<file path="src/rtl/core/dltq_pkg.sv">
// Shared constants, codes and controller/datapath interface types for the timer queue.
package dltq_pkg;

   localparam int NUM_TIMERS = 16;
   localparam int TICK_BITS  = 32;
   localparam int IDX_W      = $clog2(NUM_TIMERS);
   localparam int LINK_W     = IDX_W + 1;

   // link value that marks the end of the list
   localparam logic [LINK_W-1:0] LINK_NONE = LINK_W'(NUM_TIMERS);

   typedef enum logic [2:0] {
      OP_TICK       = 3'd0,
      OP_CREATE     = 3'd1,
      OP_ENABLE     = 3'd2,
      OP_DISABLE    = 3'd3,
      OP_DELETE     = 3'd4,
      OP_SET_REPEAT = 3'd5,
      OP_SET_SINGLE = 3'd6,
      OP_NOP        = 3'd7
   } op_type;

   // datapath step commanded by the controller
   typedef enum logic [4:0] {
      DP_IDLE,
      DP_LOAD,
      DP_DISPATCH,
      DP_CR_SET,
      DP_TK_DEC,
      DP_TK_POP1,
      DP_TK_POP2,
      DP_AC_START,
      DP_AC_WALK,
      DP_AC_LINK1,
      DP_AC_LINK2,
      DP_AC_LINK3,
      DP_UL_START,
      DP_UL_WALK,
      DP_UL_RD,
      DP_UL_FIX,
      DP_EMIT_DONE,
      DP_EMIT_EXP,
      DP_EMIT_NONE
   } step_type;

   typedef struct packed {
      op_type op;
      logic   id_ok;
      logic   head_valid;
      logic   rem_zero;
      logic   cur_valid;
      logic   cur_is_tgt;
      logic   walk_ge;
      logic   tgt_enabled;
      logic   tgt_active;
      logic   tgt_repeat;
   } dp_status_type;

endpackage

</file>
<file path="src/rtl/core/delta_list_timer_queue.sv">
// Delta-list timer queue: sixteen timers, tick and command transactions.
// A simple command strobes its result after dispatch; enable walks the list and relinks the
// timer, disable and delete walk it and unlink the timer, and create may unlink and then relink.
// A tick decrements the head counter; when it reaches zero, the expired timers are popped and
// reported in turn, and each repeating timer is put back into the list.
// Results are registered strobes; busy stays high until the last one is issued.
// Reset (synchronous) empties the list and clears all flags; tables hold junk until written.
module delta_list_timer_queue (
   input  logic        clock,
   input  logic        reset,
   input  logic        start,
   output logic        busy,
   input  logic [2:0]  req_operation,
   input  logic [3:0]  req_timer_id,
   input  logic [31:0] req_reload_ticks,
   input  logic        req_repeat_mode,
   input  logic        req_start_enabled,
   output logic        rsp_valid,
   output logic        rsp_event_kind,
   output logic [3:0]  rsp_timer_id_res,
   output logic        rsp_last
);
   import dltq_pkg::*;

   dp_status_type status;
   step_type      step;

   dltq_ctrl u_ctrl (
      .clock  (clock),
      .reset  (reset),
      .start  (start),
      .busy   (busy),
      .status (status),
      .step   (step)
   );

   dltq_datapath u_datapath (
      .clock             (clock),
      .reset             (reset),
      .step              (step),
      .req_operation     (req_operation),
      .req_timer_id      (req_timer_id),
      .req_reload_ticks  (req_reload_ticks),
      .req_repeat_mode   (req_repeat_mode),
      .req_start_enabled (req_start_enabled),
      .status            (status),
      .rsp_valid         (rsp_valid),
      .rsp_event_kind    (rsp_event_kind),
      .rsp_timer_id_res  (rsp_timer_id_res),
      .rsp_last          (rsp_last)
   );

   // an accepted transaction keeps the block busy
   a_accept_busy: assert property (@(posedge clock) disable iff (reset)
      (start && !busy) |=> busy)
      else $error("busy not raised after accept");

   // the block only goes idle on the final result of a transaction
   a_idle_on_last: assert property (@(posedge clock) disable iff (reset)
      ($fell(busy) && !$past(reset)) |-> (rsp_valid && rsp_last))
      else $error("went idle without a final result");

   // a result that is not the final one leaves the block working
   a_more_busy: assert property (@(posedge clock) disable iff (reset)
      (rsp_valid && !rsp_last) |-> busy)
      else $error("intermediate result while idle");

   // a command result, or a tick's no-expiry result, is issued only once the block is idle
   a_cmd_single: assert property (@(posedge clock) disable iff (reset)
      (rsp_valid && !rsp_event_kind && busy) |-> 1'b0)
      else $error("command result issued while still busy");

endmodule

</file>
<file path="src/rtl/core/dltq_datapath.sv">
// Timer tables, list registers and result registers, driven one step at a time.
module dltq_datapath (
   input  logic                    clock,
   input  logic                    reset,
   input  dltq_pkg::step_type      step,
   input  logic [2:0]              req_operation,
   input  logic [3:0]              req_timer_id,
   input  logic [31:0]             req_reload_ticks,
   input  logic                    req_repeat_mode,
   input  logic                    req_start_enabled,
   output dltq_pkg::dp_status_type status,
   output logic                    rsp_valid,
   output logic                    rsp_event_kind,
   output logic [3:0]              rsp_timer_id_res,
   output logic                    rsp_last
);
   import dltq_pkg::*;

   // timer tables
   logic [TICK_BITS-1:0] delta_ff  [NUM_TIMERS];
   logic [TICK_BITS-1:0] reload_ff [NUM_TIMERS];
   logic [LINK_W-1:0]    next_ff   [NUM_TIMERS];

   logic [NUM_TIMERS-1:0] repeat_ff, repeat_in;
   logic [NUM_TIMERS-1:0] enabled_ff, enabled_in;
   logic [NUM_TIMERS-1:0] active_ff, active_in;

   // transaction fields
   op_type        op_ff, op_in;
   logic [3:0]    tid_ff, tid_in;
   logic [31:0]   reload_req_ff, reload_req_in;
   logic          mode_ff, mode_in;
   logic          sten_ff, sten_in;

   // list walk registers
   logic [IDX_W-1:0]     tgt_ff, tgt_in;
   logic [LINK_W-1:0]    cur_ff, cur_in;
   logic [LINK_W-1:0]    prev_ff, prev_in;
   logic [LINK_W-1:0]    nxt_ff, nxt_in;
   logic [TICK_BITS-1:0] ticks_ff, ticks_in;
   logic [LINK_W-1:0]    head_ff, head_in;
   logic [TICK_BITS-1:0] head_rem_ff, head_rem_in;

   logic       rsp_valid_ff, rsp_valid_in;
   logic       rsp_kind_ff, rsp_kind_in;
   logic [3:0] rsp_id_ff, rsp_id_in;
   logic       rsp_last_ff, rsp_last_in;

   // table write ports
   logic                 delta_we, next_we, reload_we;
   logic [IDX_W-1:0]     delta_wa, next_wa;
   logic [TICK_BITS-1:0] delta_wd;
   logic [LINK_W-1:0]    next_wd;

   // shared read port
   logic [IDX_W-1:0]     rd_addr;
   logic [TICK_BITS-1:0] rd_delta, rd_reload;
   logic [LINK_W-1:0]    rd_next;

   logic                 head_valid, cur_valid, prev_valid, nxt_valid, id_ok;
   logic [TICK_BITS-1:0] reload_sat;

   assign head_valid = head_ff < LINK_NONE;
   assign cur_valid  = cur_ff < LINK_NONE;
   assign prev_valid = prev_ff < LINK_NONE;
   assign nxt_valid  = nxt_ff < LINK_NONE;
   assign id_ok      = 32'(tid_ff) < 32'(NUM_TIMERS);

   // saturate the requested period to the tick width, zero counts as one
   always_comb begin
      if ((64'(reload_req_ff) >> TICK_BITS) != 64'd0) begin
         reload_sat = '1;
      end else begin
         reload_sat = TICK_BITS'(reload_req_ff);
      end
      if (reload_sat == '0) begin
         reload_sat = TICK_BITS'(1);
      end
   end

   // pick the table entry this step looks at
   always_comb begin
      unique case (step)
         DP_AC_WALK, DP_AC_LINK2, DP_UL_WALK:    rd_addr = cur_ff[IDX_W-1:0];
         DP_AC_LINK3, DP_TK_POP1, DP_TK_POP2:    rd_addr = head_ff[IDX_W-1:0];
         DP_UL_FIX:                              rd_addr = nxt_ff[IDX_W-1:0];
         default:                                rd_addr = tgt_ff;
      endcase
   end

   assign rd_delta  = delta_ff[rd_addr];
   assign rd_next   = next_ff[rd_addr];
   assign rd_reload = reload_ff[rd_addr];

   // status back to the controller
   always_comb begin
      status.op          = op_ff;
      status.id_ok       = id_ok;
      status.head_valid  = head_valid;
      status.rem_zero    = head_rem_ff == '0;
      status.cur_valid   = cur_valid;
      status.cur_is_tgt  = cur_ff == LINK_W'(tgt_ff);
      status.walk_ge     = ticks_ff >= rd_delta;
      status.tgt_enabled = enabled_ff[tgt_ff];
      status.tgt_active  = active_ff[tgt_ff];
      status.tgt_repeat  = repeat_ff[tgt_ff];
   end

   // next state of every register for the commanded step
   always_comb begin
      op_in         = op_ff;
      tid_in        = tid_ff;
      reload_req_in = reload_req_ff;
      mode_in       = mode_ff;
      sten_in       = sten_ff;
      tgt_in        = tgt_ff;
      cur_in        = cur_ff;
      prev_in       = prev_ff;
      nxt_in        = nxt_ff;
      ticks_in      = ticks_ff;
      head_in       = head_ff;
      head_rem_in   = head_rem_ff;
      repeat_in     = repeat_ff;
      enabled_in    = enabled_ff;
      active_in     = active_ff;
      rsp_valid_in  = 1'b0;
      rsp_kind_in   = rsp_kind_ff;
      rsp_id_in     = rsp_id_ff;
      rsp_last_in   = rsp_last_ff;
      delta_we      = 1'b0;
      delta_wa      = tgt_ff;
      delta_wd      = ticks_ff;
      next_we       = 1'b0;
      next_wa       = tgt_ff;
      next_wd       = cur_ff;
      reload_we     = 1'b0;
      unique case (step)
         DP_IDLE: begin
         end
         DP_LOAD: begin
            op_in         = op_type'(req_operation);
            tid_in        = req_timer_id;
            reload_req_in = req_reload_ticks;
            mode_in       = req_repeat_mode;
            sten_in       = req_start_enabled;
            tgt_in        = IDX_W'(req_timer_id);
         end
         DP_DISPATCH: begin
            if (id_ok) begin
               unique case (op_ff)
                  OP_ENABLE:             enabled_in[tgt_ff] = 1'b1;
                  OP_DISABLE, OP_DELETE: enabled_in[tgt_ff] = 1'b0;
                  OP_SET_REPEAT:         repeat_in[tgt_ff] = 1'b1;
                  OP_SET_SINGLE:         repeat_in[tgt_ff] = 1'b0;
                  default: begin
                  end
               endcase
            end
         end
         DP_CR_SET: begin
            reload_we          = 1'b1;
            repeat_in[tgt_ff]  = mode_ff;
            enabled_in[tgt_ff] = sten_ff;
            active_in[tgt_ff]  = 1'b0;
         end
         DP_TK_DEC: begin
            head_rem_in = head_rem_ff - TICK_BITS'(1);
         end
         DP_TK_POP1: begin
            tgt_in                        = head_ff[IDX_W-1:0];
            active_in[head_ff[IDX_W-1:0]] = 1'b0;
            head_in                       = rd_next;
         end
         DP_TK_POP2: begin
            head_rem_in = head_valid ? rd_delta : '0;
         end
         DP_AC_START: begin
            ticks_in = (rd_reload == '0) ? TICK_BITS'(1) : rd_reload;
            cur_in   = head_ff;
            prev_in  = LINK_NONE;
            // spill the head counter into the head's delta before the walk
            if (head_valid && enabled_ff[tgt_ff] && !active_ff[tgt_ff]) begin
               delta_we = 1'b1;
               delta_wa = head_ff[IDX_W-1:0];
               delta_wd = head_rem_ff;
            end
         end
         DP_AC_WALK: begin
            if (cur_valid && (ticks_ff >= rd_delta)) begin
               ticks_in = ticks_ff - rd_delta;
               prev_in  = cur_ff;
               cur_in   = rd_next;
            end
         end
         DP_AC_LINK1: begin
            delta_we = 1'b1;
            delta_wa = tgt_ff;
            delta_wd = ticks_ff;
            next_we  = 1'b1;
            next_wa  = tgt_ff;
            next_wd  = cur_ff;
         end
         DP_AC_LINK2: begin
            if (prev_valid) begin
               next_we = 1'b1;
               next_wa = prev_ff[IDX_W-1:0];
               next_wd = LINK_W'(tgt_ff);
            end else begin
               head_in = LINK_W'(tgt_ff);
            end
            if (cur_valid) begin
               delta_we = 1'b1;
               delta_wa = cur_ff[IDX_W-1:0];
               delta_wd = rd_delta - ticks_ff;
            end
            active_in[tgt_ff] = 1'b1;
         end
         DP_AC_LINK3: begin
            head_rem_in = rd_delta;
         end
         DP_UL_START: begin
            cur_in  = head_ff;
            prev_in = LINK_NONE;
         end
         DP_UL_WALK: begin
            if (cur_valid && (cur_ff != LINK_W'(tgt_ff))) begin
               prev_in = cur_ff;
               cur_in  = rd_next;
            end else begin
               active_in[tgt_ff] = 1'b0;
            end
         end
         DP_UL_RD: begin
            nxt_in   = rd_next;
            ticks_in = rd_delta;
         end
         DP_UL_FIX: begin
            // hand the removed delay on to the successor
            if (!prev_valid) begin
               head_in     = nxt_ff;
               head_rem_in = nxt_valid ? (head_rem_ff + rd_delta) : '0;
            end else begin
               next_we = 1'b1;
               next_wa = prev_ff[IDX_W-1:0];
               next_wd = nxt_ff;
               if (nxt_valid) begin
                  delta_we = 1'b1;
                  delta_wa = nxt_ff[IDX_W-1:0];
                  delta_wd = rd_delta + ticks_ff;
               end
            end
         end
         DP_EMIT_DONE: begin
            rsp_valid_in = 1'b1;
            rsp_kind_in  = 1'b0;
            rsp_id_in    = tid_ff;
            rsp_last_in  = 1'b1;
         end
         DP_EMIT_EXP: begin
            rsp_valid_in = 1'b1;
            rsp_kind_in  = 1'b1;
            rsp_id_in    = 4'(tgt_ff);
            rsp_last_in  = !(head_valid && (head_rem_ff == '0));
         end
         DP_EMIT_NONE: begin
            rsp_valid_in = 1'b1;
            rsp_kind_in  = 1'b0;
            rsp_id_in    = 4'd0;
            rsp_last_in  = 1'b1;
         end
         default: begin
         end
      endcase
   end

   // control registers
   always_ff @(posedge clock) begin
      if (reset) begin
         repeat_ff    <= '0;
         enabled_ff   <= '0;
         active_ff    <= '0;
         head_ff      <= LINK_NONE;
         head_rem_ff  <= '0;
         rsp_valid_ff <= 1'b0;
      end else begin
         repeat_ff    <= repeat_in;
         enabled_ff   <= enabled_in;
         active_ff    <= active_in;
         head_ff      <= head_in;
         head_rem_ff  <= head_rem_in;
         rsp_valid_ff <= rsp_valid_in;
      end
   end

   // payload registers
   always_ff @(posedge clock) begin
      op_ff         <= op_in;
      tid_ff        <= tid_in;
      reload_req_ff <= reload_req_in;
      mode_ff       <= mode_in;
      sten_ff       <= sten_in;
      tgt_ff        <= tgt_in;
      cur_ff        <= cur_in;
      prev_ff       <= prev_in;
      nxt_ff        <= nxt_in;
      ticks_ff      <= ticks_in;
      rsp_kind_ff   <= rsp_kind_in;
      rsp_id_ff     <= rsp_id_in;
      rsp_last_ff   <= rsp_last_in;
   end

   // table writes
   always_ff @(posedge clock) begin
      if (delta_we) begin
         delta_ff[delta_wa] <= delta_wd;
      end
      if (next_we) begin
         next_ff[next_wa] <= next_wd;
      end
      if (reload_we) begin
         reload_ff[tgt_ff] <= reload_sat;
      end
   end

   assign rsp_valid        = rsp_valid_ff;
   assign rsp_event_kind   = rsp_kind_ff;
   assign rsp_timer_id_res = rsp_id_ff;
   assign rsp_last         = rsp_last_ff;

endmodule

</file>
<file path="src/rtl/core/dltq_ctrl.sv">
// Sequencer that walks the timer list one link per cycle to add or drop timers.
module dltq_ctrl (
   input  logic                    clock,
   input  logic                    reset,
   input  logic                    start,
   output logic                    busy,
   input  dltq_pkg::dp_status_type status,
   output dltq_pkg::step_type      step
);
   import dltq_pkg::*;

   typedef enum logic [18:0] {
      S_IDLE      = 19'h00001,
      S_DISPATCH  = 19'h00002,
      S_CR_SET    = 19'h00004,
      S_TK_DEC    = 19'h00008,
      S_TK_TEST   = 19'h00010,
      S_TK_POP1   = 19'h00020,
      S_TK_POP2   = 19'h00040,
      S_AC_START  = 19'h00080,
      S_AC_WALK   = 19'h00100,
      S_AC_LINK1  = 19'h00200,
      S_AC_LINK2  = 19'h00400,
      S_AC_LINK3  = 19'h00800,
      S_UL_START  = 19'h01000,
      S_UL_WALK   = 19'h02000,
      S_UL_RD     = 19'h04000,
      S_UL_FIX    = 19'h08000,
      S_EMIT_DONE = 19'h10000,
      S_EMIT_EXP  = 19'h20000,
      S_EMIT_NONE = 19'h40000
   } state_type;

   state_type state_ff, state_in;
   state_type ac_return, ul_return;

   // where insertion and removal hand control back
   assign ac_return = (status.op == OP_TICK) ? S_EMIT_EXP : S_EMIT_DONE;
   assign ul_return = (status.op == OP_CREATE) ? S_CR_SET : S_EMIT_DONE;

   always_comb begin
      state_in = state_ff;
      step     = DP_IDLE;
      unique case (state_ff)
         S_IDLE: begin
            if (start) begin
               step     = DP_LOAD;
               state_in = S_DISPATCH;
            end
         end
         S_DISPATCH: begin
            step = DP_DISPATCH;
            if (status.op == OP_TICK) begin
               state_in = status.head_valid ? S_TK_DEC : S_EMIT_NONE;
            end else if (!status.id_ok) begin
               state_in = S_EMIT_DONE;
            end else begin
               unique case (status.op)
                  OP_CREATE:             state_in = status.tgt_active ? S_UL_START : S_CR_SET;
                  OP_ENABLE:             state_in = S_AC_START;
                  OP_DISABLE, OP_DELETE: state_in = status.tgt_active ? S_UL_START : S_EMIT_DONE;
                  default:               state_in = S_EMIT_DONE;
               endcase
            end
         end
         S_CR_SET: begin
            step     = DP_CR_SET;
            state_in = S_AC_START;
         end
         S_TK_DEC: begin
            step     = DP_TK_DEC;
            state_in = S_TK_TEST;
         end
         S_TK_TEST: begin
            state_in = status.rem_zero ? S_TK_POP1 : S_EMIT_NONE;
         end
         S_TK_POP1: begin
            step     = DP_TK_POP1;
            state_in = S_TK_POP2;
         end
         S_TK_POP2: begin
            step     = DP_TK_POP2;
            state_in = status.tgt_repeat ? S_AC_START : S_EMIT_EXP;
         end
         S_AC_START: begin
            step     = DP_AC_START;
            state_in = (status.tgt_enabled && !status.tgt_active) ? S_AC_WALK : ac_return;
         end
         S_AC_WALK: begin
            // advance while the remaining delay covers the next entry
            step     = DP_AC_WALK;
            state_in = (status.cur_valid && status.walk_ge) ? S_AC_WALK : S_AC_LINK1;
         end
         S_AC_LINK1: begin
            step     = DP_AC_LINK1;
            state_in = S_AC_LINK2;
         end
         S_AC_LINK2: begin
            step     = DP_AC_LINK2;
            state_in = S_AC_LINK3;
         end
         S_AC_LINK3: begin
            step     = DP_AC_LINK3;
            state_in = ac_return;
         end
         S_UL_START: begin
            step     = DP_UL_START;
            state_in = S_UL_WALK;
         end
         S_UL_WALK: begin
            step = DP_UL_WALK;
            priority if (status.cur_valid && !status.cur_is_tgt) begin
               state_in = S_UL_WALK;
            end else if (status.cur_valid) begin
               state_in = S_UL_RD;
            end else begin
               state_in = ul_return;
            end
         end
         S_UL_RD: begin
            step     = DP_UL_RD;
            state_in = S_UL_FIX;
         end
         S_UL_FIX: begin
            step     = DP_UL_FIX;
            state_in = ul_return;
         end
         S_EMIT_DONE: begin
            step     = DP_EMIT_DONE;
            state_in = S_IDLE;
         end
         S_EMIT_EXP: begin
            // drop back to idle after the final expiry, else pop again
            step     = DP_EMIT_EXP;
            state_in = (status.head_valid && status.rem_zero) ? S_TK_POP1 : S_IDLE;
         end
         S_EMIT_NONE: begin
            step     = DP_EMIT_NONE;
            state_in = S_IDLE;
         end
         default: begin
            state_in = S_IDLE;
         end
      endcase
   end

   always_ff @(posedge clock) begin
      if (reset) begin
         state_ff <= S_IDLE;
      end else begin
         state_ff <= state_in;
      end
   end

   assign busy = state_ff != S_IDLE;

endmodule
</file>
<file path="config.mk">
export PLATFORM = sky130hd
export DESIGN_NAME = delta_list_timer_queue
export DESIGN_NICKNAME = d
export VERILOG_FILES = /design/src/rtl/core/dltq_pkg.sv /design/src/rtl/core/delta_list_timer_queue.sv /design/src/rtl/core/dltq_datapath.sv /design/src/rtl/core/dltq_ctrl.sv
export SDC_FILE = /design/constraint.sdc
export NUM_CORES = 2
export LEC_CHECK = 0
export ABC_AREA = 1
export BUFFER_PORTS_ARGS = -buffer_cell sky130_fd_sc_hd__buf_2
export CORE_MARGIN = 2
export CORE_UTILIZATION = 55
export DETAILED_ROUTE_END_ITERATION = 6
export GPL_TIMING_DRIVEN = 0
export PLACE_DENSITY = 0.71
export SYNTH_ARGS = -nofsm -noshare
export SYNTH_HDL_FRONTEND = slang
export SYNTH_HIERARCHICAL = 1
export SYNTH_SLANG_ARGS = --single-unit
</file>
<file path="constraint.sdc">
create_clock -name clock -period 9.45 [get_ports clock]
set_clock_uncertainty 0.1 [all_clocks]
set_input_delay 0.4725 -clock clock [delete_from_list [all_inputs] [get_ports clock]]
set_output_delay 0.4725 -clock clock [all_outputs]
set_load 0.05 [all_outputs]
</file>
==> impl_results.md <==
- Worst-Margin Slew: 1300 ps
- Post-Syn Instances: 6731
- Initial drt markers: 8540
- Clock sinks: 1307
- Max Clock Freq: 109 MHz
- Max-cap check violation count: 0
- Register area share after synthesis: 0.590
- Initial antenna violation count: 6
- TritonCTS clock tree: done
- Router iterations before antenna repair: 7
- Yosys reg bits: 1307
- Unrepaired setup endpoints after global routing: false
- Worst EP arrival: 9630 ps
- Global-route wire length before repair: 344 mm
- Power per cell area: 193 mW/mm²
- Syn avg cell area: 9.62 µm²
- Number of remaining DRC errors: 0
- Final ANT Viol Nets: 0
- Nets: 7199
- Starting Density: 0.556
- # IOs: 52
- Clk Latency, worst-skew pair: 800 ps
- Root Buffer: clkbuf_16
- Pins Over Slew Limit: 0
- FP Rows: 125
- Setup CP Type: reg2reg
- Final Setup Violations: 0
- Die Wd: 347 µm
- Share of the synthesized area in the top cell type: 0.558
- Total Wirelength: 242 mm
- Req. time, crit path: 9860 ps
- Hold Crit Class: in2reg
- Worst Path Max Fanout: 16
- Core area: 0.117 mm²
- Peak VDD IR: 173 µV
- Dpl cell area: 0.0683 mm²
- Largest net degree at the start of global routing: 33
- Post-synth EDFFs: 1202
- Largest cells by area after synthesis: edfxtp_1 56%, nand2_1 8.6%, nand3_1 7.4%, inv_1 4.0%, dfxtp_1 3.2%
- Synth Flop Type: edfxtp_1
- Post-synth ARST share: 0
- Htree depth: 4
- Area of the multi-input gates: 0.0227 mm²
- RD Place Congestion: 1.03
- Die height: 347 µm
- CP Buf/Inv Count: 7
- Total routing usage reported by global routing: 0.394
- Setup crit end kind: flop
- Grt total ovfl: 0
- Post-route design area: 0.0733 mm²
- Worst slew margin: 0.129
- Total power: 14.1 mW
- Number of global-route vias before repair: 50958
- Cell taking the most area after synthesis: edfxtp_1
- FF/Latch Area: 0.0382 mm²
- Period utilization: 0.975
- Worst path slowest cell: a21boi_0
- Syn Nets: 6906
- Status: finished, final reports clean
- DP HPWL: 175 mm
- Max stage delay on crit path: 470 ps
- Synth top cells by count: 1475 x nand2_1, 1202 x edfxtp_1, 963 x nand3_1
- CTS Buf Count: 140
- Post-layout min period: 9210 ps
- # fillers: 9408
- Cell area after synthesis: 0.0647 mm²
- CP most frequent cell: nand2_1
- Leakage: 28.3 nW
- Vias post-DR: 54524
- Antenna diodes: 0
- Yosys cell types: 67
- Top Family by Delay on Critical Path: compound AO/OA/AOI/OAI gates
- Count leader, synth: nand2_1
- Share of layout cells above drive strength 1: 0.0922
- PortBufs: 51
- DIE AREA: 0.120 mm²
- Total Neg Setup Slack: 0 ps
- Largest buffer count on any clock path: 3
- Critical Path Start Type: flop
- Worst hold margin: 40.4 ps
- Area growth from synthesis to final layout: 13.2%
- Ys Warns: 6
- WL per Instance: 27.9 µm
- DR vias/cell: 6.30
- Fin. Hold Viols: 0
- Clock slew at reported path FFs: 60 ps
==> metal layers <==
| metal | up-vias | global-route usage | wire length (µm) |
|---|---|---|---|
| met4 | 8 | 0.192 | 13500 |
| met3 | 671 | 0.101 | 32600 |
| met5 | - | 0 | 57 |
| met1 | 25972 | 0.527 | 89500 |
| li1 | 23918 | - | - |
| met2 | 3955 | 0.599 | 106000 |
==> cell families after synthesis <==
family,Yosys count,share of synthesized area
compound gates,953,0.0879
xor+xnor,37,0.00501
fa+ha+maj,131,0.0258
buf+inv,1079,0.0663
flops,1307,0.590
mux,12,0.00186
other cells,1,0.0000579
simple gates,3211,0.223
==> final timing paths <==
kind / startpoint / end / slack [ps] / cells after the start
worst max-delay path: u_ctrl/state_ff[5]$_SDFFE_PP0P_ / u_datapath/delta_ff[1][27]$_DFFE_PP_ / 240 / 38
worst min-delay path: start / u_ctrl/state_ff[0]$_SDFFE_PP1P_ / 40 / 4
worst max register to register: u_ctrl/state_ff[5]$_SDFFE_PP0P_ / u_datapath/delta_ff[1][27]$_DFFE_PP_ / 240 / 38
worst min register to register: u_datapath/active_ff[2]$_SDFFE_PP0P_ / u_datapath/active_ff[2]$_SDFFE_PP0P_ / 370 / 2
==> what timing repair did <==
action                     CTS  global route
hold endpoints to repair    48             0
hold buffers                43             0
setup buffers                0             2
resized for setup            5            30
cloned                       0             0
setup endpoints to repair  154           237
pin swaps                    0             2
==> final cells by class <==
type                       count  area share
timing repair buffer         152      0.0234
multi-input combinational   4345       0.310
clock inverter                79      0.0106
clock buffer                 167      0.0502
sequential                  1307       0.521
tap                         1524      0.0260
inverter                     712      0.0365
buffer                       366      0.0223
==> power by group <==
group | internal [mW] | switching (mW) | total (mW)
Sequential | 6.34 | 0.0201 | 6.36
Combinational | 0.557 | 1.81 | 2.36
Clock | 3.02 | 2.36 | 5.39
==> cell usage in the layout (no fill, tap or decap), types with 18 or more instances in the layout <==
master / count
clkinv_2: 21
o21ai_1: 35
dfxtp_1: 105
o211ai_1: 85
clkbuf_16: 143
xor2_1: 32
ha_1: 127
inv_2: 25
nand2_1: 1474
buf_12: 29
o221ai_1: 46
buf_4: 18
buf_2: 214
nand4_1: 21
clkinv_1: 34
nor2_2: 20
nor2_1: 395
inv_1: 683
dlygate4sd3_1: 43
edfxtp_1: 1202
o21a_1: 19
nand3b_1: 167
a21oi_1: 311
nor3_1: 55
clkbuf_1: 186
nor2_4: 42
a31oi_1: 39
o22ai_1: 19
a22oi_1: 21
nand3_1: 962
o21ai_0: 267
buf_1: 18
==> state kept, by name (all words and copies together), names as in the netlist, 16 cells and up, named ones only <==
register,cells
u_datapath/delta_ff,512
u_datapath/reload_ff,512
u_datapath/next_ff,80
u_datapath/head_rem_ff,32
u_datapath/reload_req_ff,32
u_datapath/ticks_ff,32
u_ctrl/state_ff,19
u_datapath/active_ff,16
==> through the flow <==
step,setup slack (ps),instances,util
2_1_floorplan,2090,6731,-
3_3_place_gp,-2480,8306,0.574
3_5_place_dp,-774,8361,0.586
4_1_cts,24.6,8650,0.628
5_1_grt,36.1,8652,0.629
6_report,239,8652,0.629
==> worst register-to-register path: cells and delay by family, from the launching register on <==
family / cells / cell delay, ps
flops: 1 / 410
fa+ha+maj: 1 / 310
buf+inv: 7 / 2040
compound gates: 10 / 3140
simple gates: 20 / 2930
No activity file was read; power rests on OpenSTA's default activity.
